<file path="src/design/llnt_pkg.sv">
package llnt_pkg;

  localparam int TableEntries = 64;
  localparam int TypeCount    = 16;

  localparam logic [23:0] TimeoutReset = 24'd30000;

  localparam logic [2:0] StUpdated  = 3'd0;
  localparam logic [2:0] StAdded    = 3'd1;
  localparam logic [2:0] StDropped  = 3'd2;
  localparam logic [2:0] StSelected = 3'd3;
  localparam logic [2:0] StNone     = 3'd4;

  localparam logic OpHeartbeat = 1'b0;
  localparam logic OpSelect    = 1'b1;

  // one stored table row
  typedef struct packed {
    logic [3:0]  stype;
    logic [31:0] ip;
    logic [15:0] port;
    logic [15:0] cpu;
    logic [15:0] mem;
    logic [15:0] conns;
    logic [47:0] last_seen;
    logic [31:0] order;
  } entry_t;

  // per-entry evaluation handed from the compare unit to the sequencer
  typedef struct packed {
    logic        key_hit;
    logic        type_hit;
    logic        stale;
    logic        better;
    logic [26:0] score;
  } eval_t;

endpackage

</file>
<file path="src/design/llnt_eval.sv">
// Shared compare unit: looks at one entry per cycle against the current item.
module llnt_eval (
  input  llnt_pkg::entry_t entry,
  input  logic [3:0]       stype,
  input  logic [31:0]      ip,
  input  logic [15:0]      port,
  input  logic [47:0]      now_ms,
  input  logic [23:0]      timeout_ms,
  input  logic             best_vld,
  input  logic [26:0]      best_score,
  input  logic [31:0]      best_order,
  output llnt_pkg::eval_t  res
);

  logic [47:0] age;
  logic [26:0] score;

  always_comb begin
    age = (now_ms >= entry.last_seen) ? (now_ms - entry.last_seen) : 48'd0;
    score = (27'(entry.cpu) * 27'd400) + (27'(entry.mem) * 27'd300)
          + (27'(entry.conns) * 27'd768);
    res.type_hit = (entry.stype == stype);
    res.key_hit  = res.type_hit && (entry.ip == ip) && (entry.port == port);
    res.stale    = (age > {24'd0, timeout_ms});
    res.score    = score;
    res.better   = !best_vld || (score < best_score) ||
                   ((score == best_score) && (entry.order < best_order));
  end

endmodule

</file>
<file path="config.mk">
export PLATFORM = sky130hd
export DESIGN_NAME = llnt_eval
export DESIGN_NICKNAME = d
export VERILOG_FILES = /design/src/design/llnt_pkg.sv /design/src/design/llnt_eval.sv
export SDC_FILE = /design/constraint.sdc
export NUM_CORES = 1
export LEC_CHECK = 0
export BUFFER_PORTS_ARGS = -buffer_cell sky130_fd_sc_hd__buf_2
export CORE_MARGIN = 3
export CORE_UTILIZATION = 54
export DETAILED_ROUTE_END_ITERATION = 6
export GPL_ROUTABILITY_DRIVEN = 0
export PLACE_DENSITY = 0.88
export SETUP_SLACK_MARGIN = 0.4
export SYNTH_ARGS = -nofsm -noshare
export SYNTH_HDL_FRONTEND = slang
export SYNTH_SLANG_ARGS = --single-unit
</file>
<file path="constraint.sdc">
create_clock -name vclk -period 8.28
set_input_delay 0.414 -clock vclk [all_inputs]
set_output_delay 0.414 -clock vclk [all_outputs]
set_load 0.1 [all_outputs]
</file>
Word level (Yosys, flattened, before mapping)
Index checks and enable logic that the tools add are counted.

Register bits after elaboration: 0. Bits of input ports: 364. Output and inout port bits: 31. Word-level logic and storage cells: 21.

Add/sub/neg operators: 3. Multiply operators: 3. $lt $le $gt $ge: 4. Eq/ne operators: 4. Mux-type cells: 1. Reduce and logical (&&, ||, !) cells: 6.

Operators by type and width (number): greater-or-equal comparator 48 bit (1); > comparator 48 x 24 -> 1 bit (1); 2-to-1 mux 48 bit (1); subtractor 48 bit (1); == test 32 bit (1); < comparator 32 bit (1); adder 26 x 26 -> 27 bit (1); == test 27 bit (1); < comparator 27 bit (1); adder 25 x 25 -> 26 bit (1); multiplier 16 x 7 -> 23 bit (second input constant) (1); multiplier 16 x 5 -> 21 bit (second input constant) (1); multiplier 16 x 2 -> 18 bit (second input constant) (1); == test 16 bit (1); == test 4 bit (1); logical AND 1 bit (3); logical OR 1 bit (2); logical NOT 1 bit (1).

Depth between registers and ports, before layout
Gate-level depths: netlist of run 1.

Depth after elaboration: 6. Depth in mapped cells: 35.

Least setup slack after synthesis of run 1
No wires, ideal clock.

Path kind: input-to-output. From: input entry[101] (netlist name). To: output res[27] (netlist name). Arrival time: 9.290 ns. Setup slack: -1.424 ns. Stages: 30. Path through: ha_1 > ha_1 > fa_1 > inv_1 > fa_1 > inv_1 > ha_1 > or3_1 > o2111ai_1 > a31o_2 > o211ai_1 > nor2_1 > xor2_1 > fa_1 > inv_1 > ha_1 > a21o_1 > a21oi_1 > o22a_1 > and3_1 > o31ai_1 > ha_1 > nand3_1 > nor2_1 > nand3_1 > nor4_1 > o211a_1 > nor3b_1 > o211ai_1 > nand4_1.

RTL lines: from (decl) (line llnt_eval.sv:3) `input llnt_pkg::entry_t entry,`; to (decl) (line llnt_eval.sv:12) `output llnt_pkg::eval_t res`.

==> qor.yml, run 1 <==
worst_slew_pin_slew_ns: 0.952
ys_types: 69
vias: 12800
maxSlewHeadroom: 0.349
cp-end-kind: "output pin"
finalSetupViolCount: 0
grt_antenna_before_repair: 0
overflow: 0
netlist_area_um2: 11600
critPathArrivalTime_ns: 7.30
initial_utilization: 0.552
grt_max_degree: 26
yosysWarnings: 0
first_pass_iters: 5
hold_viol: 0
synth-seq-area-share: 0
critPathKind: "in2out"
post-route-period-util: 0.931
routed_wl_mm: 36.0
ant_nets: 0
run_status: "completed"
nFlopsAndLatches: 0
rows: 53
timing.final.crit_period_ns: 7.71
grt_usage: 0.280
avgViaCountPerCell: 5.74
postCtsHoldBufs: 0
cpPeakStageDelay_ns: 0.53
rsz0062_at_grt: "false"
max_freq_mhz: 130
avgSynthCellArea_um2: 7.36
fin_tns_setup_ns: 0
drt-initial-drc-count: 827
syn_inst: 1581
die_h_um: 153
grt_pass1_vias: 12400
drive_gt1_frac: 0.258
start_kind: "primary input"
min-delay-path-class: "in2out"
cp_max_fo: 6
drcViolationCount: 0
cp_slowest_cell: "fa_1"
die_area_um2: 23300
grt_pass1_wl_mm: 57.0
areaGrowthSynthToFinish_pct: 25.3
ff_latch_area_um2: 0
drv_cap: 0
port_buffers: 393
critPathMostFrequentCell: "ha_4"
top_level_ports: 395
wl_per_cell_um: 16.2
nClkBuffers: 0
nNetsFinal: 2656
core_area_um2: 21100
diodes: 0
required_ns: 7.87
die_width_um: 153
final_max_slew_viol_count: 0
place_hpwl_mm: 31.7
## cells in the final DEF, fill, tap and decap left out, drive strengths merged, types with 6 or more instances in the layout
cell type,instances
a21oi,111
nor3,29
o31a,6
nand2,80
a31oi,16
nor2,87
o21bai,16
inv,303
o211ai,21
o21a,21
xnor2,68
fa,54
mux2i,8
and2,8
or2,12
and3,16
buf,400
nand2b,19
ha,283
nor4,15
nand3,36
a21boi,9
nor2b,19
a211oi,18
a21o,49
o2111ai,7
nand4,37
o21ai,63
xor2,58
or3,10
## synthesized netlist by cell type (36+ instances only)
library cell / count / area share
o21ai_0: 63 / 0.027
inv_1: 303 / 0.098
nor2_1: 87 / 0.028
ha_1: 283 / 0.30
fa_1: 54 / 0.093
nand3_1: 36 / 0.015
nand2_1: 80 / 0.026
a21o_1: 48 / 0.031
xor2_1: 58 / 0.044
xnor2_1: 68 / 0.051
a21oi_1: 110 / 0.047
nand4_1: 37 / 0.020
## area by class of cell
| cell class | instances | area [µm²] |
|---|---|---|
| inverters | 303 | 1140 |
| repair buffers | 401 | 2040 |
| well taps | 275 | 344 |
| fillers | 1670 | 6510 |
| multi-input cells | 1249 | 11000 |
## per-layer routing
metal	wire, µm	track usage	vias to the layer above
met4	695	0.0420	0
met2	18200	0.519	538
met3	2160	0.0162	64
met5	0	0	-
li1	-	-	6251
met1	14900	0.366	5941
## kinds of logic (layout without fill, tap and decap cells)
group	Yosys count	in the layout	share of synthesized area
adder cells (fa/ha/maj)	337	337	0.397
multiplexers	8	8	0.00689
other	1	2	0.000322
AO/OA/AOI/OAI	385	385	0.219
XOR/XNOR	126	126	0.0949
AND/OR/NAND/NOR	391	391	0.172
buffers and inverters	333	704	0.109
## per-stage QoR
stage	hold WS [ns]	util	worst slack (ns)	cell area (µm²)	instances
floorplan	1.04	-	0.394	12100	1582
global route	1.25	0.691	0.312	14600	2228
CTS	1.27	0.680	0.408	14300	2222
finish	1.25	0.691	0.570	14600	2228
global placement	1.23	0.679	0.681	14300	2222
detailed placement	1.26	0.679	0.381	14300	2222
## worst max-delay path, delay by kind of cell
kind	cells	cell delay [ns]
fa+ha+maj	8	2.83
simple gates	9	1.66
compound gates	8	1.56
buf+inv	5	0.49
xor+xnor	2	0.28
## timing repair
action / in CTS / in global routing
pin swaps: 0 / 16
setup endpoints to repair: 1 / 1
buffers inserted: 0 / 6
resized for setup: 2 / 37
## path summary, 6_finish.rpt
path | depth (start not counted) | endpoint | from
worst max-delay path | 32 | res[27] | entry[101]
worst min-delay path | 3 | res[27] | best_vld
Power of run 1 is not shown: default switching activity piles up to over one toggle a cycle in this logic, so the estimate is an artifact.
==> inputs of run 2 (changes only) <==
ABC_AREA = 1   (was not set)
CORE_UTILIZATION = 55   (was 54)
==> qor.yml, run 2 <==
rsz0062_at_grt: "false"
critPathMostFrequentCell: "nand2_1"
critPathKind: "in2out"
cp-end-kind: "output pin"
drive_gt1_frac: 0.206
die_width_um: 160
violations: "DRC"
dp_slack_ns: -0.00878
nClkBuffers: 0
setup_ws_ns: 0.627
syn_inst: 2134
rows: 55
yosysWarnings: 0
met2_usage: 0.595
die_area_um2: 25600
nFlopsAndLatches: 0
areaGrowthSynthToFinish_pct: 20.5
holdWs_ns: 1.27
cp_max_fo: 4
port_buffers: 393
met3_usage: 0.0397
critPathArrivalTime_ns: 7.24
timing.final.crit_period_ns: 7.65
synth_area_leaders: "ha_1, nand2_1, inv_1"
place_hpwl_mm: 38.5
ff_latch_area_um2: 0
run_status: "complete, but fails checks"
postCtsHoldBufs: 0
ys_types: 47
min-delay-path-class: "in2out"
ant_nets: 0
cpPeakStageDelay_ns: 0.56
grt_antenna_before_repair: 8
start_kind: "primary input"
vias: 15100
initial_utilization: 0.568
placed_area_um2: 15500
first_pass_iters: 7
synth-seq-area-share: 0
max_freq_mhz: 131
maxSlewHeadroom: 0.603
hold_viol: 0
post-route-period-util: 0.924
post-synth-top-count-cell: "nand2_1"
grt_pass1_vias: 14700
required_ns: 7.87
fillers: 2023
synth.largest_area_cell: "ha_1"
cp_slowest_cell: "fa_1"
fin_util: 0.684
drcViolationCount: 2
grt_max_degree: 26
final_max_slew_viol_count: 0
drv_cap: 0
finalSetupViolCount: 0
cp.buffers_inverters: 7
busiest_layer: "met2"
final_cell_mix: "nand2_1, inv_1, buf_2"
top_level_ports: 395
grt_pass1_wl_mm: 66.8
drt-initial-drc-count: 1002
overflow: 0
critPathTopFamily: "adder cells"
nNetsFinal: 3228
use_met1: 0.338
wl_per_cell_um: 15.1
multiInputGateArea_um2: 11200
yosys-top-cells-count: "nand2_1, inv_1, ha_1, a21oi_1, nor2_1"
fin_area_um2: 15700
avgViaCountPerCell: 5.33
worst_slew_pin_slew_ns: 0.590
final_common_cell: "nand2_1"
routed_wl_mm: 42.8
core_area_um2: 22900
avgSynthCellArea_um2: 6.10
synth.top_cell.area_share: 0.272
netlist_area_um2: 13000
grt_usage: 0.309
die_h_um: 160
==> run 2: cell count changes after synthesis, moves of 18 or more <==
cell,change
a21o_1,-41
a21oi_1,+24
clkbuf_1,-24
inv_1,+232
nand2_1,+470
nand2b_1,-19
nand3_1,+33
nor2_1,+36
nor2b_1,-19
o21a_1,-18
o21ai_0,-28
==> run 2: final cells by class <==
cell class	count	area share
antenna	5	0.000798
inverter	545	0.130
multi-input combinational	1585	0.716
tap	313	0.0250
timing repair buffer	395	0.127
==> run 2: logic make-up (layout without fill, tap and decap cells) <==
kind of cell / after synthesis / after routing / share of synthesized area
compound gates: 250 / 250 / 0.111
buf+inv: 550 / 940 / 0.161
xor+xnor: 119 / 119 / 0.0801
fa+ha+maj: 337 / 337 / 0.355
other cells: 1 / 7 / 0.000288
simple gates: 877 / 877 / 0.293
==> run 2: path summary, 6_finish.rpt <==
| kind | start | end | slack (ns) | cells past startpoint |
|---|---|---|---|---|
| worst max-delay path | entry[103] | res[27] | 0.63 | 34 |
| worst min-delay path | entry[96] | res[2] | 1.27 | 2 |
==> run 2: metrics by stage <==
step | instances | TNS [ns]
after CTS | 2836 | 0
after floorplan | 2135 | 0
after global placement | 2836 | 0
after global routing | 2843 | 0
final | 2843 | 0
after detailed placement | 2836 | -0.00878
==> run 2: layer usage <==
layer	up-vias	share of wire
li1	7463	-
met1	6721	0.37
met2	779	0.49
met3	172	0.082
met4	6	0.058
met5	-	0.0012
==> run 2: what timing repair did <==
item | CTS | global route
hold endpoints to repair | 0 | 0
setup buffers | 0 | 2
endpoints found under the setup margin | 1 | 1
pin swaps | 0 | 7
gates resized for setup | 8 | 38
Power of run 2 is left out for the same reason.
==> inputs of run 3 (changes only) <==
RECOVER_POWER = 50   (was not set)
==> qor.yml, run 3 (synthesis gave the netlist of run 2 again) <==
cp.buffers_inverters: 7
maxSlewHeadroom: 0.173
die_h_um: 160
grt_pass1_vias: 14700
critPathTopFamily: "adder cells"
overflow: 0
setup_ws_ns: 0.614
core_area_um2: 22900
worstHoldStart: "best_vld"
finalSetupViolCount: 0
fin_tns_setup_ns: 0
rows: 55
first_pass_iters: 6
vias: 15100
routed_wl_mm: 42.9
drcViolationCount: 0
cp-end-kind: "output pin"
initial_utilization: 0.568
final_max_slew_viol_count: 0
max_freq_mhz: 130
drv_cap: 0
grt_antenna_before_repair: 8
areaGrowthSynthToFinish_pct: 20.3
start_kind: "primary input"
drt-initial-drc-count: 987
critPathArrivalTime_ns: 7.25
worst_slew_pin_slew_ns: 1.25
grt_max_degree: 26
drive_gt1_frac: 0.200
final_cell_mix: "nand2_1, inv_1, buf_2"
die_width_um: 160
ff_latch_area_um2: 0
nNetsFinal: 3228
min-delay-path-class: "in2out"
critPathKind: "in2out"
grt_usage: 0.309
nFlopsAndLatches: 0
grt_pass1_wl_mm: 66.8
top_level_ports: 395
required_ns: 7.87
wl_per_cell_um: 15.1
final_common_cell: "nand2_1"
dp_slack_ns: -0.00878
ant_nets: 0
cpPeakStageDelay_ns: 0.56
hold_viol: 0
avgViaCountPerCell: 5.31
run_status: "completed"
min_to: "res[27]"
critPathMostFrequentCell: "nand2_1"
cp_max_fo: 4
nClkBuffers: 0
whs_path_depth: 4
place_hpwl_mm: 38.5
die_area_um2: 25600
post-route-period-util: 0.926
cp_slowest_cell: "fa_1"
timing.final.crit_period_ns: 7.67
port_buffers: 393
rsz0062_at_grt: "false"
==> run 3: per-stage QoR <==
| stage | util | cells | area [µm²] | hold slack [ns] |
|---|---|---|---|---|
| CTS | 0.676 | 2836 | 15500 | 1.27 |
| floorplan | - | 2135 | 13100 | 1.04 |
| finish | 0.684 | 2843 | 15700 | 1.34 |
| detailed placement | 0.675 | 2836 | 15500 | 1.27 |
| global placement | 0.675 | 2836 | 15500 | 1.27 |
| global route | 0.684 | 2843 | 15700 | 1.34 |
==> run 3: final cells by class <==
type	instances	area, µm²
diodes	5	12.5
repair buffers	395	1980
multi-input cells	1585	11200
inverters	545	2050
fillers	2026	7250
well taps	313	392
==> run 3: per-layer routing <==
| layer | up-vias | share of wire | GRT usage |
|---|---|---|---|
| met1 | 6737 | 0.37 | 0.338 |
| met3 | 159 | 0.082 | 0.0397 |
| li1 | 7461 | - | - |
| met2 | 743 | 0.49 | 0.595 |
| met5 | - | 0.0012 | 0 |
| met4 | 6 | 0.055 | 0.133 |
==> run 3: worst max path at each step <==
| stage | from | to | cells after the start |
|---|---|---|---|
| 2_1_floorplan | entry[105] | res[27] | 34 |
| 3_3_place_gp | entry[103] | res[27] | 40 |
| 3_5_place_dp | entry[103] | res[27] | 40 |
| 4_1_cts | entry[103] | res[27] | 40 |
| 5_1_grt | entry[100] | res[27] | 34 |
| 6_report | entry[103] | res[27] | 34 |
==> run 3: repair_timing <==
| item | in CTS | in global routing |
|---|---|---|
| hold endpoints to repair | 0 | 0 |
| endpoints found under the setup margin | 1 | 1 |
| buffers inserted | 0 | 2 |
| hold buffers | 0 | 0 |
| pin swaps | 0 | 7 |
| resized for setup | 8 | 38 |
==> run 3: tightest hold or removal path, delay by kind of cell <==
family	cells	cell delay [ns]
AND/OR/NAND/NOR	1	0.10
AO/OA/AOI/OAI	1	0.13
buffers and inverters	2	0.28
Power of run 3 is left out for the same reason.
